--- src/hw/rtl/ucl_pkg.sv ---
// Shared constants and beat types of the UTF-8 cursor locator.
package ucl_pkg;

  localparam int unsigned OFFSET_BITS = 16;
  localparam int unsigned OUT_OFS_W   = 16;
  localparam int unsigned CFG_DATA_W  = 16;
  localparam int unsigned CFG_IDX_W   = 1;

  localparam logic [CFG_IDX_W-1:0] CFG_TARGET_LINE   = 1'd0;
  localparam logic [CFG_IDX_W-1:0] CFG_TARGET_COLUMN = 1'd1;

  localparam logic [7:0] CHAR_NUL      = 8'h00;
  localparam logic [7:0] CHAR_LF       = 8'h0A;
  localparam logic [7:0] CHAR_CR       = 8'h0D;
  localparam logic [7:0] ASCII_LIMIT   = 8'd128;
  localparam logic [7:0] LEAD_MIN      = 8'd194;
  localparam logic [7:0] LEAD_MAX      = 8'd244;
  localparam logic [7:0] LEAD_3B_MIN   = 8'd224;
  localparam logic [7:0] LEAD_4B_MIN   = 8'd240;
  localparam logic [7:0] LEAD_E0       = 8'd224;
  localparam logic [7:0] LEAD_ED       = 8'd237;
  localparam logic [7:0] LEAD_F0       = 8'd240;
  localparam logic [7:0] LEAD_F4       = 8'd244;
  localparam logic [7:0] CONT_MASK     = 8'hC0;
  localparam logic [7:0] CONT_TAG      = 8'h80;
  localparam logic [7:0] E0_SECOND_MIN = 8'd160;
  localparam logic [7:0] ED_SECOND_LIM = 8'd160;
  localparam logic [7:0] F0_SECOND_MIN = 8'd144;
  localparam logic [7:0] F4_SECOND_LIM = 8'd144;

  typedef struct packed {
    logic                 found;
    logic [OUT_OFS_W-1:0] cursor_offset;
    logic [OUT_OFS_W-1:0] line_start_offset;
  } out_beat_t;

endpackage

--- src/hw/rtl/ucl_if.sv ---
// Valid/ready channel interfaces for text bytes in and verdicts out.
interface ucl_in_if;
  logic       valid;
  logic       ready;
  logic [7:0] text_byte;
  logic       first_byte;

  modport source (output valid, output text_byte, output first_byte, input ready);
  modport sink   (input valid, input text_byte, input first_byte, output ready);
endinterface

interface ucl_out_if;
  logic                           valid;
  logic                           ready;
  logic                           found;
  logic [ucl_pkg::OUT_OFS_W-1:0]  cursor_offset;
  logic [ucl_pkg::OUT_OFS_W-1:0]  line_start_offset;

  modport source (output valid, output found, output cursor_offset,
                  output line_start_offset, input ready);
  modport sink   (input valid, input found, input cursor_offset,
                  input line_start_offset, output ready);
endinterface

--- src/hw/rtl/utf8_cursor_locate.sv ---
// Top level of the UTF-8 cursor locator: byte stream in, one verdict per text out.
//
// The text streams in on in_i, one byte per beat; first_byte marks the first
// byte of a new text and restarts the search, a zero byte ends the text.
// Before streaming, target_line and target_column are written through the
// cfg_we_i / cfg_idx_i / cfg_data_i port (index 0 line, index 1 column).
// Each text gives at most one beat on out_o: found with the cursor offset and
// the line start offset, or a failure. Bytes that do not decide the verdict
// give no output beat, and bytes after a verdict are dropped until the next
// first byte.
// One byte is accepted every cycle while in_i.ready is high. A byte is held in
// an input register, its state update and verdict are formed combinationally
// from compares and a decrement, and the verdict is registered in the output register.
// A one-entry skid buffer behind the output register lets bytes keep flowing
// while a verdict waits; in_i.ready drops only when both the skid buffer and
// the input register are occupied.
// Reset clears the search to its idle state, the configuration to zero and
// empties all stages.
module utf8_cursor_locate (
  input  logic                            clk_i,
  input  logic                            rst_ni,
  ucl_in_if.sink                          in_i,
  ucl_out_if.source                       out_o,
  input  logic                            cfg_we_i,
  input  logic [ucl_pkg::CFG_IDX_W-1:0]   cfg_idx_i,
  input  logic [ucl_pkg::CFG_DATA_W-1:0]  cfg_data_i
);

  localparam int unsigned OB = ucl_pkg::OFFSET_BITS;

  typedef enum logic [1:0] {
    PH_DONE,
    PH_SKIP,
    PH_LINE
  } phase_e;

  typedef enum logic [2:0] {
    LC_PLAIN,
    LC_E0,
    LC_ED,
    LC_F0,
    LC_F4
  } lead_e;

  // Configuration.
  logic [15:0] target_line_q, target_column_q;

  // Input register.
  logic       pipe_valid_q;
  logic [7:0] pipe_byte_q;
  logic       pipe_first_q;

  // Search state.
  phase_e      phase_q, phase_d;
  logic [15:0] lines_q, lines_d;
  logic [15:0] cols_q, cols_d;
  logic [1:0]  cont_q, cont_d;
  lead_e       lead_q, lead_d;
  logic [OB:0] pos_q, pos_d;
  logic [OB-1:0] lbegin_q, lbegin_d;

  // Output register and skid buffer.
  logic                out_valid_q, skid_valid_q;
  ucl_pkg::out_beat_t  out_q, skid_q;

  logic                in_accept, process, res_valid, out_free;
  ucl_pkg::out_beat_t  res_beat;

  assign in_i.ready = !pipe_valid_q || !skid_valid_q;
  assign in_accept  = in_i.valid && in_i.ready;
  assign process    = pipe_valid_q && !skid_valid_q;
  assign out_free   = !out_valid_q || out_o.ready;

  always_comb begin
    logic          go, fail, hit, done_char;
    logic [OB-1:0] hit_ofs;
    logic [OB:0]   next;
    logic [1:0]    more;
    logic [1:0]    units;
    logic [7:0]    b;

    go        = 1'b0;
    fail      = 1'b0;
    hit       = 1'b0;
    done_char = 1'b0;
    hit_ofs   = '0;
    next      = '0;
    more      = '0;
    units     = '0;
    b         = pipe_byte_q;

    phase_d  = phase_q;
    lines_d  = lines_q;
    cols_d   = cols_q;
    cont_d   = cont_q;
    lead_d   = lead_q;
    pos_d    = pos_q;
    lbegin_d = lbegin_q;

    if (process) begin
      go = 1'b1;
      if (pipe_first_q) begin
        lines_d  = '0;
        cols_d   = '0;
        cont_d   = '0;
        lead_d   = LC_PLAIN;
        pos_d    = '0;
        lbegin_d = '0;
        phase_d  = PH_SKIP;
        if (target_line_q == '0) begin
          cols_d  = target_column_q;
          phase_d = PH_LINE;
          if (target_column_q == '0) begin
            // The cursor sits at the very start of the text.
            hit     = 1'b1;
            hit_ofs = '0;
            go      = 1'b0;
          end
        end
      end else if (phase_q == PH_DONE) begin
        go = 1'b0;
      end

      if (go) begin
        if (pos_d[OB]) begin
          fail = 1'b1;
        end else begin
          next  = pos_d + (OB+1)'(1);
          pos_d = next;
          if (phase_d == PH_SKIP) begin
            if (b == ucl_pkg::CHAR_NUL) begin
              fail = 1'b1;
            end else if (b == ucl_pkg::CHAR_LF) begin
              lines_d = lines_d + 16'd1;
              if (lines_d == target_line_q) begin
                if (next[OB]) begin
                  fail = 1'b1;
                end else begin
                  lbegin_d = next[OB-1:0];
                  cols_d   = target_column_q;
                  cont_d   = '0;
                  lead_d   = LC_PLAIN;
                  phase_d  = PH_LINE;
                  if (target_column_q == '0) begin
                    hit     = 1'b1;
                    hit_ofs = next[OB-1:0];
                  end
                end
              end
            end
          end else if (cont_d == '0) begin
            if (b == ucl_pkg::CHAR_NUL || b == ucl_pkg::CHAR_CR || b == ucl_pkg::CHAR_LF) begin
              fail = 1'b1;
            end else if ((b >= ucl_pkg::ASCII_LIMIT && b < ucl_pkg::LEAD_MIN) ||
                         b > ucl_pkg::LEAD_MAX) begin
              fail = 1'b1;
            end else if (b < ucl_pkg::ASCII_LIMIT) begin
              cols_d    = cols_d - 16'd1;
              done_char = 1'b1;
            end else begin
              more  = (b < ucl_pkg::LEAD_3B_MIN) ? 2'd1 :
                      (b < ucl_pkg::LEAD_4B_MIN) ? 2'd2 : 2'd3;
              units = (more == 2'd3) ? 2'd2 : 2'd1;
              if (cols_d < 16'(units)) begin
                // A four-byte character would straddle the cursor.
                fail = 1'b1;
              end else begin
                cols_d = cols_d - 16'(units);
                cont_d = more;
                lead_d = (b == ucl_pkg::LEAD_E0) ? LC_E0 :
                         (b == ucl_pkg::LEAD_ED) ? LC_ED :
                         (b == ucl_pkg::LEAD_F0) ? LC_F0 :
                         (b == ucl_pkg::LEAD_F4) ? LC_F4 : LC_PLAIN;
              end
            end
          end else begin
            if ((b & ucl_pkg::CONT_MASK) != ucl_pkg::CONT_TAG ||
                (lead_d == LC_E0 && b < ucl_pkg::E0_SECOND_MIN) ||
                (lead_d == LC_ED && b >= ucl_pkg::ED_SECOND_LIM) ||
                (lead_d == LC_F0 && b < ucl_pkg::F0_SECOND_MIN) ||
                (lead_d == LC_F4 && b >= ucl_pkg::F4_SECOND_LIM)) begin
              fail = 1'b1;
            end else begin
              lead_d = LC_PLAIN;
              cont_d = cont_d - 2'd1;
              if (cont_d == '0) begin
                done_char = 1'b1;
              end
            end
          end

          if (done_char && cols_d == '0) begin
            if (next[OB]) begin
              fail = 1'b1;
            end else begin
              hit     = 1'b1;
              hit_ofs = next[OB-1:0];
            end
          end
        end
      end
    end

    res_valid                  = fail || hit;
    res_beat.found             = hit && !fail;
    res_beat.cursor_offset     = (hit && !fail) ? ucl_pkg::OUT_OFS_W'(hit_ofs) : '0;
    res_beat.line_start_offset = ucl_pkg::OUT_OFS_W'(lbegin_d);
    if (res_valid) begin
      phase_d = PH_DONE;
    end
  end

  always_ff @(posedge clk_i or negedge rst_ni) begin
    if (!rst_ni) begin
      target_line_q   <= '0;
      target_column_q <= '0;
      pipe_valid_q    <= 1'b0;
      phase_q         <= PH_DONE;
      lines_q         <= '0;
      cols_q          <= '0;
      cont_q          <= '0;
      lead_q          <= LC_PLAIN;
      pos_q           <= '0;
      lbegin_q        <= '0;
      out_valid_q     <= 1'b0;
      skid_valid_q    <= 1'b0;
    end else begin
      if (cfg_we_i) begin
        case (cfg_idx_i)
          ucl_pkg::CFG_TARGET_LINE:   target_line_q   <= cfg_data_i;
          ucl_pkg::CFG_TARGET_COLUMN: target_column_q <= cfg_data_i;
          default: ;
        endcase
      end

      if (in_accept) begin
        pipe_valid_q <= 1'b1;
      end else if (process) begin
        pipe_valid_q <= 1'b0;
      end

      phase_q  <= phase_d;
      lines_q  <= lines_d;
      cols_q   <= cols_d;
      cont_q   <= cont_d;
      lead_q   <= lead_d;
      pos_q    <= pos_d;
      lbegin_q <= lbegin_d;

      // The skid buffer drains first; a new verdict only arrives while it is empty.
      if (out_free) begin
        if (skid_valid_q) begin
          out_valid_q  <= 1'b1;
          skid_valid_q <= 1'b0;
        end else begin
          out_valid_q <= res_valid;
        end
      end else if (res_valid) begin
        skid_valid_q <= 1'b1;
      end
    end
  end

  always_ff @(posedge clk_i) begin
    if (in_accept) begin
      pipe_byte_q  <= in_i.text_byte;
      pipe_first_q <= in_i.first_byte;
    end
    if (out_free) begin
      out_q <= skid_valid_q ? skid_q : res_beat;
    end else if (res_valid) begin
      skid_q <= res_beat;
    end
  end

  assign out_o.valid             = out_valid_q;
  assign out_o.found             = out_q.found;
  assign out_o.cursor_offset     = out_q.cursor_offset;
  assign out_o.line_start_offset = out_q.line_start_offset;

endmodule

--- src/flat_wrapper.sv ---
// flat-port wrapper written by rule: the top's interface ports become plain ports
module utf8_cursor_locate_flat 
  (clk_i, rst_ni, cfg_we_i, cfg_idx_i, cfg_data_i, in_i_valid, in_i_text_byte, in_i_first_byte, in_i_ready, out_o_valid, out_o_found, out_o_cursor_offset, out_o_line_start_offset, out_o_ready);
  ucl_in_if in_i_i ();
  ucl_out_if out_o_i ();
  input  logic clk_i;
  input  logic rst_ni;
  input  logic cfg_we_i;
  input  logic [ucl_pkg::CFG_IDX_W-1:0] cfg_idx_i;
  input  logic [ucl_pkg::CFG_DATA_W-1:0] cfg_data_i;
  input wire logic [$bits(in_i_i.valid)-1:0] in_i_valid;
  input wire logic [$bits(in_i_i.text_byte)-1:0] in_i_text_byte;
  input wire logic [$bits(in_i_i.first_byte)-1:0] in_i_first_byte;
  output wire logic [$bits(in_i_i.ready)-1:0] in_i_ready;
  output wire logic [$bits(out_o_i.valid)-1:0] out_o_valid;
  output wire logic [$bits(out_o_i.found)-1:0] out_o_found;
  output wire logic [$bits(out_o_i.cursor_offset)-1:0] out_o_cursor_offset;
  output wire logic [$bits(out_o_i.line_start_offset)-1:0] out_o_line_start_offset;
  input wire logic [$bits(out_o_i.ready)-1:0] out_o_ready;
  assign in_i_i.valid = in_i_valid;
  assign in_i_i.text_byte = in_i_text_byte;
  assign in_i_i.first_byte = in_i_first_byte;
  assign in_i_ready = in_i_i.ready;
  assign out_o_valid = out_o_i.valid;
  assign out_o_found = out_o_i.found;
  assign out_o_cursor_offset = out_o_i.cursor_offset;
  assign out_o_line_start_offset = out_o_i.line_start_offset;
  assign out_o_i.ready = out_o_ready;
  utf8_cursor_locate u_core (.clk_i(clk_i), .rst_ni(rst_ni), .in_i(in_i_i), .out_o(out_o_i), .cfg_we_i(cfg_we_i), .cfg_idx_i(cfg_idx_i), .cfg_data_i(cfg_data_i));
endmodule
--- config.mk ---
export PLATFORM = sky130hd
export DESIGN_NAME = utf8_cursor_locate_flat
export DESIGN_NICKNAME = d
export VERILOG_FILES = /design/src/hw/rtl/ucl_pkg.sv /design/src/hw/rtl/ucl_if.sv /design/src/hw/rtl/utf8_cursor_locate.sv /design/src/flat_wrapper.sv
export SDC_FILE = /design/constraint.sdc
export NUM_CORES = 1
export LEC_CHECK = 0
export BUFFER_PORTS_ARGS = -buffer_cell sky130_fd_sc_hd__buf_2
export CORE_ASPECT_RATIO = 1.75
export CORE_MARGIN = 5
export CORE_UTILIZATION = 60
export CTS_CLUSTER_DIAMETER = 50
export DETAILED_ROUTE_END_ITERATION = 8
export PLACE_DENSITY = 0.79
export SYNTH_ARGS = -nofsm -noshare
export SYNTH_HDL_FRONTEND = slang
export SYNTH_SLANG_ARGS = --single-unit
--- constraint.sdc ---
create_clock -name clk_i -period 9.9 [get_ports clk_i]
set_input_delay 0.99 -clock clk_i [delete_from_list [all_inputs] [get_ports clk_i]]
set_output_delay 0.99 -clock clk_i [all_outputs]
set_load 0.05 [all_outputs]
=== Word-level counts from Yosys, hierarchy flattened ===
Index checks and enable logic that the tools add are counted.

* Flip-flop bits (word level): 182
* Bits of input ports: 31

* Reductions and logical operators: 36
* Muxes and demuxes: 150
* Add/subtract/negate cells: 5
* Bitwise operators: 2
* Eq/ne operators: 14
* Magnitude comparators: 11

{| class="wikitable"
|+ Operators by type and width
! kind !! number
|-
| $mux W16 || 46
|-
| $mux W17 || 4
|-
| $mux W2 || 29
|-
| $mux W3 || 19
|-
| $mux W1 || 51
|-
| $logic_not A16 Y1 || 3
|-
| $lt A8 B8 Y1 const B || 6
|-
| $mux W33 || 1
|-
| $eq A8 B8 Y1 const B || 4
|-
| $ge A8 B8 Y1 const B || 3
|-
| $add A17 B1 Y17 const B || 1
|-
| $add A16 B1 Y16 const B || 1
|-
| $eq A16 B16 Y1 || 1
|-
| $eq A8 B4 Y1 const B || 2
|-
| $lt A16 B2 Y1 || 1
|-
| $sub A16 B1 Y16 const B || 1
|-
| $sub A16 B2 Y16 || 1
|-
| $logic_or A1 B1 Y1 || 10
|-
| $logic_and A1 B1 Y1 || 9
|-
| $gt A8 B8 Y1 const B || 1
|-
| $logic_not A8 Y1 || 1
|-
| $eq A3 B2 Y1 const B || 2
|-
| $logic_not A2 Y1 || 3
|-
| $reduce_and A2 Y1 || 3
|-
| 9 further kinds || 15
|}

=== Logic depth before layout (Yosys ltp) ===
* Depth in word-level cells: 25
* Gate-level depth with buffers: 28

=== Least setup slack after synthesis ===
Ideal clock, no wire load.

* Path type: reg-to-reg
* From: register u_core.pipe_first_q
* To: register u_core.skid_q[0] (netlist bit) (enable)
* Data required time: 9473 ps
* Cell stages (with the launch flop): 27
* Setup slack: 2306 ps
* Clock period less this slack: 7594 ps
* Setup time: 427 ps
* Arrival: 7167 ps
* Path buffers: 10
* Path through: edfxtp_1 -> buf_2 -> buf_2 -> buf_4 -> clkbuf_1 -> clkbuf_1 -> clkbuf_1 -> clkbuf_1 -> nor2b_1 -> ha_1 -> nand3_1 -> nor2_1 -> nand3_1 -> or3b_2 -> clkbuf_1 -> nand4b_1 -> ha_1 -> buf_1 -> nor2_1 -> and3_1 -> clkbuf_1 -> nand3_1 -> nand3_1 -> a2111oi_0 -> nand3_1 -> o31ai_2 -> nor2b_1

* Cells in the longest elaborated chain, start to end: 21
* Elaborated cells between the ends (all ways): 88
* Classes of those cells: add/sub: 5; order compare: 1; eq/ne: 6; mux: 62; reduce/logical: 14

{| class="wikitable"
|+ RTL lines
! what !! RTL line !! RTL
|-
| start: declaration || utf8_cursor_locate.sv:51 || <nowiki>logic pipe_first_q;</nowiki>
|-
| start signal: assignment || utf8_cursor_locate.sv:267 || <nowiki>pipe_first_q <= in_i.first_byte;</nowiki>
|-
| branches (longest 19 deep; another with $add A16 B1 Y16) || n/a ||
|-
| $logic_or A1 B1 Y1 (*) || utf8_cursor_locate.sv:204 || <nowiki>res_valid = fail || hit;</nowiki>
|-
| $reduce_and A2 Y1 (no source line) (*) || n/a ||
|-
| end signal: assignment || utf8_cursor_locate.sv:272 || <nowiki>skid_q <= res_beat;</nowiki>
|-
| end: declaration || utf8_cursor_locate.sv:64 || <nowiki>ucl_pkg::out_beat_t out_q, skid_q;</nowiki>
|}

Every way passes the cells marked *. The select of a mux whose other input is x is not followed.
A chain may end at the register's enable or synchronous reset.

=== Worst setup path after layout ===
* From: register u_core.pipe_first_q
* To: register u_core.skid_q[7] (netlist bit) (enable)

The elaborated chain is that of the path after synthesis.

==> results_dict.tcl <==
set metrics [dict create \
    grt_pass1_vias 9200 \
    vdd_ir_drop_max_uv 131 \
    cts_setup_buffers 0 \
    clockBufferDepth 2 \
    top_usage_layer "met2" \
    grt_pass1_wl_um 49900 \
    total_power_mw 1.95 \
    viasPerCell 6.61 \
    whs_ns 0.509 \
    diodes 0 \
    syn_nets 1151 \
    cts_tree "done" \
    cp_max_fo 41 \
    die_x_um 111 \
    end_kind "flip-flop" \
    preCtsSetupSlack_ns 2.97 \
    synthCells 1111 \
    grt_usage_pct 31.1 \
    firstDrtPassIters 5 \
    syn_to_final_growth_pct 10.0 \
    grt_max_degree 71 \
    start_kind "flip-flop" \
    wl_per_cell_um 22.9 \
    htree_levels 4 \
    synth.top_cells.by_count "nand2_1, dfrtp_1, nor2_1, edfxtp_1, o21ai_0" \
    power.density_mw_per_mm2 166 \
    cts_hold_buf 0 \
    vias 9188 \
    ys_ff_latch 182 \
    gr-usage-met2_pct 56.5 \
    p_leak_nw 4.68 \
    grt_overflow_total 0 \
    critPathKind "reg2reg" \
    dpl-instance-area_mm2 0.0111 \
    yosysWarnings 0 \
    synthMostInstantiatedCell "nand2_1" \
    finalCriticalPeriod_ns 7.18 \
    synth_edf_count 75 \
    tightest_slew_ns 0.979 \
    die_area_mm2 0.0206 \
    layout_setup_ws_ns 2.72 \
    syn-mean-instance-area_um2 9.58 \
    fmax_ghz 0.139 \
    synth_cell_type_count 84 \
    dp_hpwl_um 22900 \
    synthTopCellsByArea "dfrtp_1, edfxtp_1, mux2_2, nand2_1, o21ai_0" \
    layout-drive-gt1-share_pct 17.4 \
    fin_area_mm2 0.0117 \
    portBuffers 65 \
    final_nets 1185 \
    start_util_pct 61.0 \
    antenna_found_initial 0 \
    status "finished clean" \
    core-area_mm2 0.0175 \
    max_slew_margin_pct 34.4 \
    tns_ns 0 \
    io_pins 66 \
    worstPathArrival_ns 7.26 \
    final_core_util_pct 67.1 \
    insertion_delay_ns 0.44 \
    dp.cells 1357 \
    routed_wl_um 31900 \
    gr-usage-met1_pct 32.8 \
    max-cap-violations 0 \
    root_buffer "clkbuf_16" \
    numCtsBuffers 17 \
    drt_iter0_markers 817 \
    final_hold_viol_count 0 \
    grt_use_met3_pct 4.44 \
    period_share_pct 72.5 \
    setup_viol 0 \
    rsz0062_at_grt "false" \
    fin_cells 1389 \
    cp.required_ns 9.98 \
    synth_top_cell_area_share_pct 25.1 \
    gp_congestion 1.07 \
    cts_resized 0 \
    synth_ff_type "dfrtp_1" \
    remaining_drc_errors 0 \
    clock-sinks 182 \
    n_fill_cell 1416 \
    die_h_um 186 \
    async_flop_share_pct 58.8 \
    synth_top_area_cell "dfrtp_1" \
    worstHoldPathType "reg2reg" \
    num_rows 64 \
    slew_viol_final 0 \
    ys_seq_area_share_pct 46.3 \
    clk_pin_slew_worst_paths_ns 0.08 \
    syn_area_mm2 0.0106 \
    ant_nets 0 \
    skew_ns 0.0104 \
]
==> metal layers <==
| layer | up-vias | routed length, um |
|---|---|---|
| met5 | - | 0 |
| met2 | 431 | 16700 |
| met1 | 4448 | 11000 |
| met4 | 0 | 2460 |
| li1 | 4171 | - |
| met3 | 138 | 1680 |
==> final cells by class <==
class	count	area, um^2	area share (%)
Multi-Input combinational cell	852	5410	46.2
Clock inverter	15	183	1.56
Inverter	13	48.8	0.416
Clock buffer	17	425	3.63
Tap cell	231	289	2.47
Sequential cell	182	4930	42.1
Timing Repair Buffer	79	433	3.70
==> worst paths after layout <==
check	from	end	slack, ns	cells past startpoint
max	u_core.pipe_first_q	u_core.skid_q[7]	2.72	20
min	u_core.cont_q[0]	u_core.cont_q[0]	0.51	2
max reg2reg	u_core.pipe_first_q	u_core.skid_q[7]	2.72	20
min reg2reg	u_core.cont_q[0]	u_core.cont_q[0]	0.51	2
max in group asynchronous	rst_ni	u_core.lbegin_q[6]	8.11	2
min in group asynchronous	rst_ni	u_core.cols_q[4]	0.58	1
==> critical path, cell delays in order (launching register included) <==
cell       delay (ns)
edfxtp_1         0.90
buf_4            0.51
nor3b_1          0.40
nand4_1          0.26
nor2_1           0.69
a21o_1           0.26
inv_1            0.10
ha_1             0.21
inv_1            0.09
fa_1             0.22
nand2b_1         0.11
a311oi_1         0.06
nor3b_1          0.21
nor3_1           0.27
or4b_1           0.52
xor2_1           0.17
a2111oi_0        0.52
nand3_1          0.22
o31ai_2          0.45
nor2b_2          0.21
buf_4            0.42
==> cell families after synthesis <==
| logic type | synth area share [%] |
|---|---|
| AND/OR/NAND/NOR | 22.7 |
| AO/OA/AOI/OAI | 16.6 |
| flip-flops | 46.3 |
| buffers and inverters | 3.04 |
| multiplexers | 6.04 |
| XOR/XNOR | 4.18 |
| adder cells (fa/ha/maj) | 1.13 |
==> sequential cells by signal (all words and copies together), names as in the netlist, 3 cells and up <==
| name | count |
|---|---|
| u_core.cols_q | 16 |
| u_core.target_line_q | 16 |
| u_core.pos_q | 17 |
| u_core.target_column_q | 16 |
| u_core.lbegin_q | 16 |
| u_core.skid_q | 33 |
| u_core.out_o.line_start_offset | 16 |
| u_core.pipe_byte_q | 8 |
| u_core.lines_q | 16 |
| u_core.out_o.cursor_offset | 16 |
| u_core.lead_q | 3 |
==> where the power goes <==
group,total [mW],leakage [nW],switching (mW),internal (mW)
Clock,0.709,0.294,0.325,0.383
Combinational,0.355,2.23,0.222,0.134
Sequential,0.885,2.16,0.0622,0.823
==> placed cells by master (no fill, tap or decap), drive strengths merged, types with 9 or more instances in the layout <==
| cell | count |
|---|---|
| nand4 | 14 |
| nor4 | 19 |
| a22o | 10 |
| nor3 | 33 |
| o31ai | 9 |
| xnor2 | 39 |
| inv | 20 |
| o22ai | 11 |
| buf | 79 |
| a21oi | 54 |
| nand2 | 142 |
| nand2b | 18 |
| a21o | 11 |
| nor2 | 86 |
| a31oi | 12 |
| clkbuf | 17 |
| and3 | 16 |
| nand3 | 46 |
| dfrtp | 107 |
| a211oi | 15 |
| or3 | 10 |
| o21ai | 89 |
| or4 | 11 |
| xor2 | 11 |
| mux2 | 50 |
| nor2b | 26 |
| edfxtp | 75 |
Power figures use the tool's default switching activity.
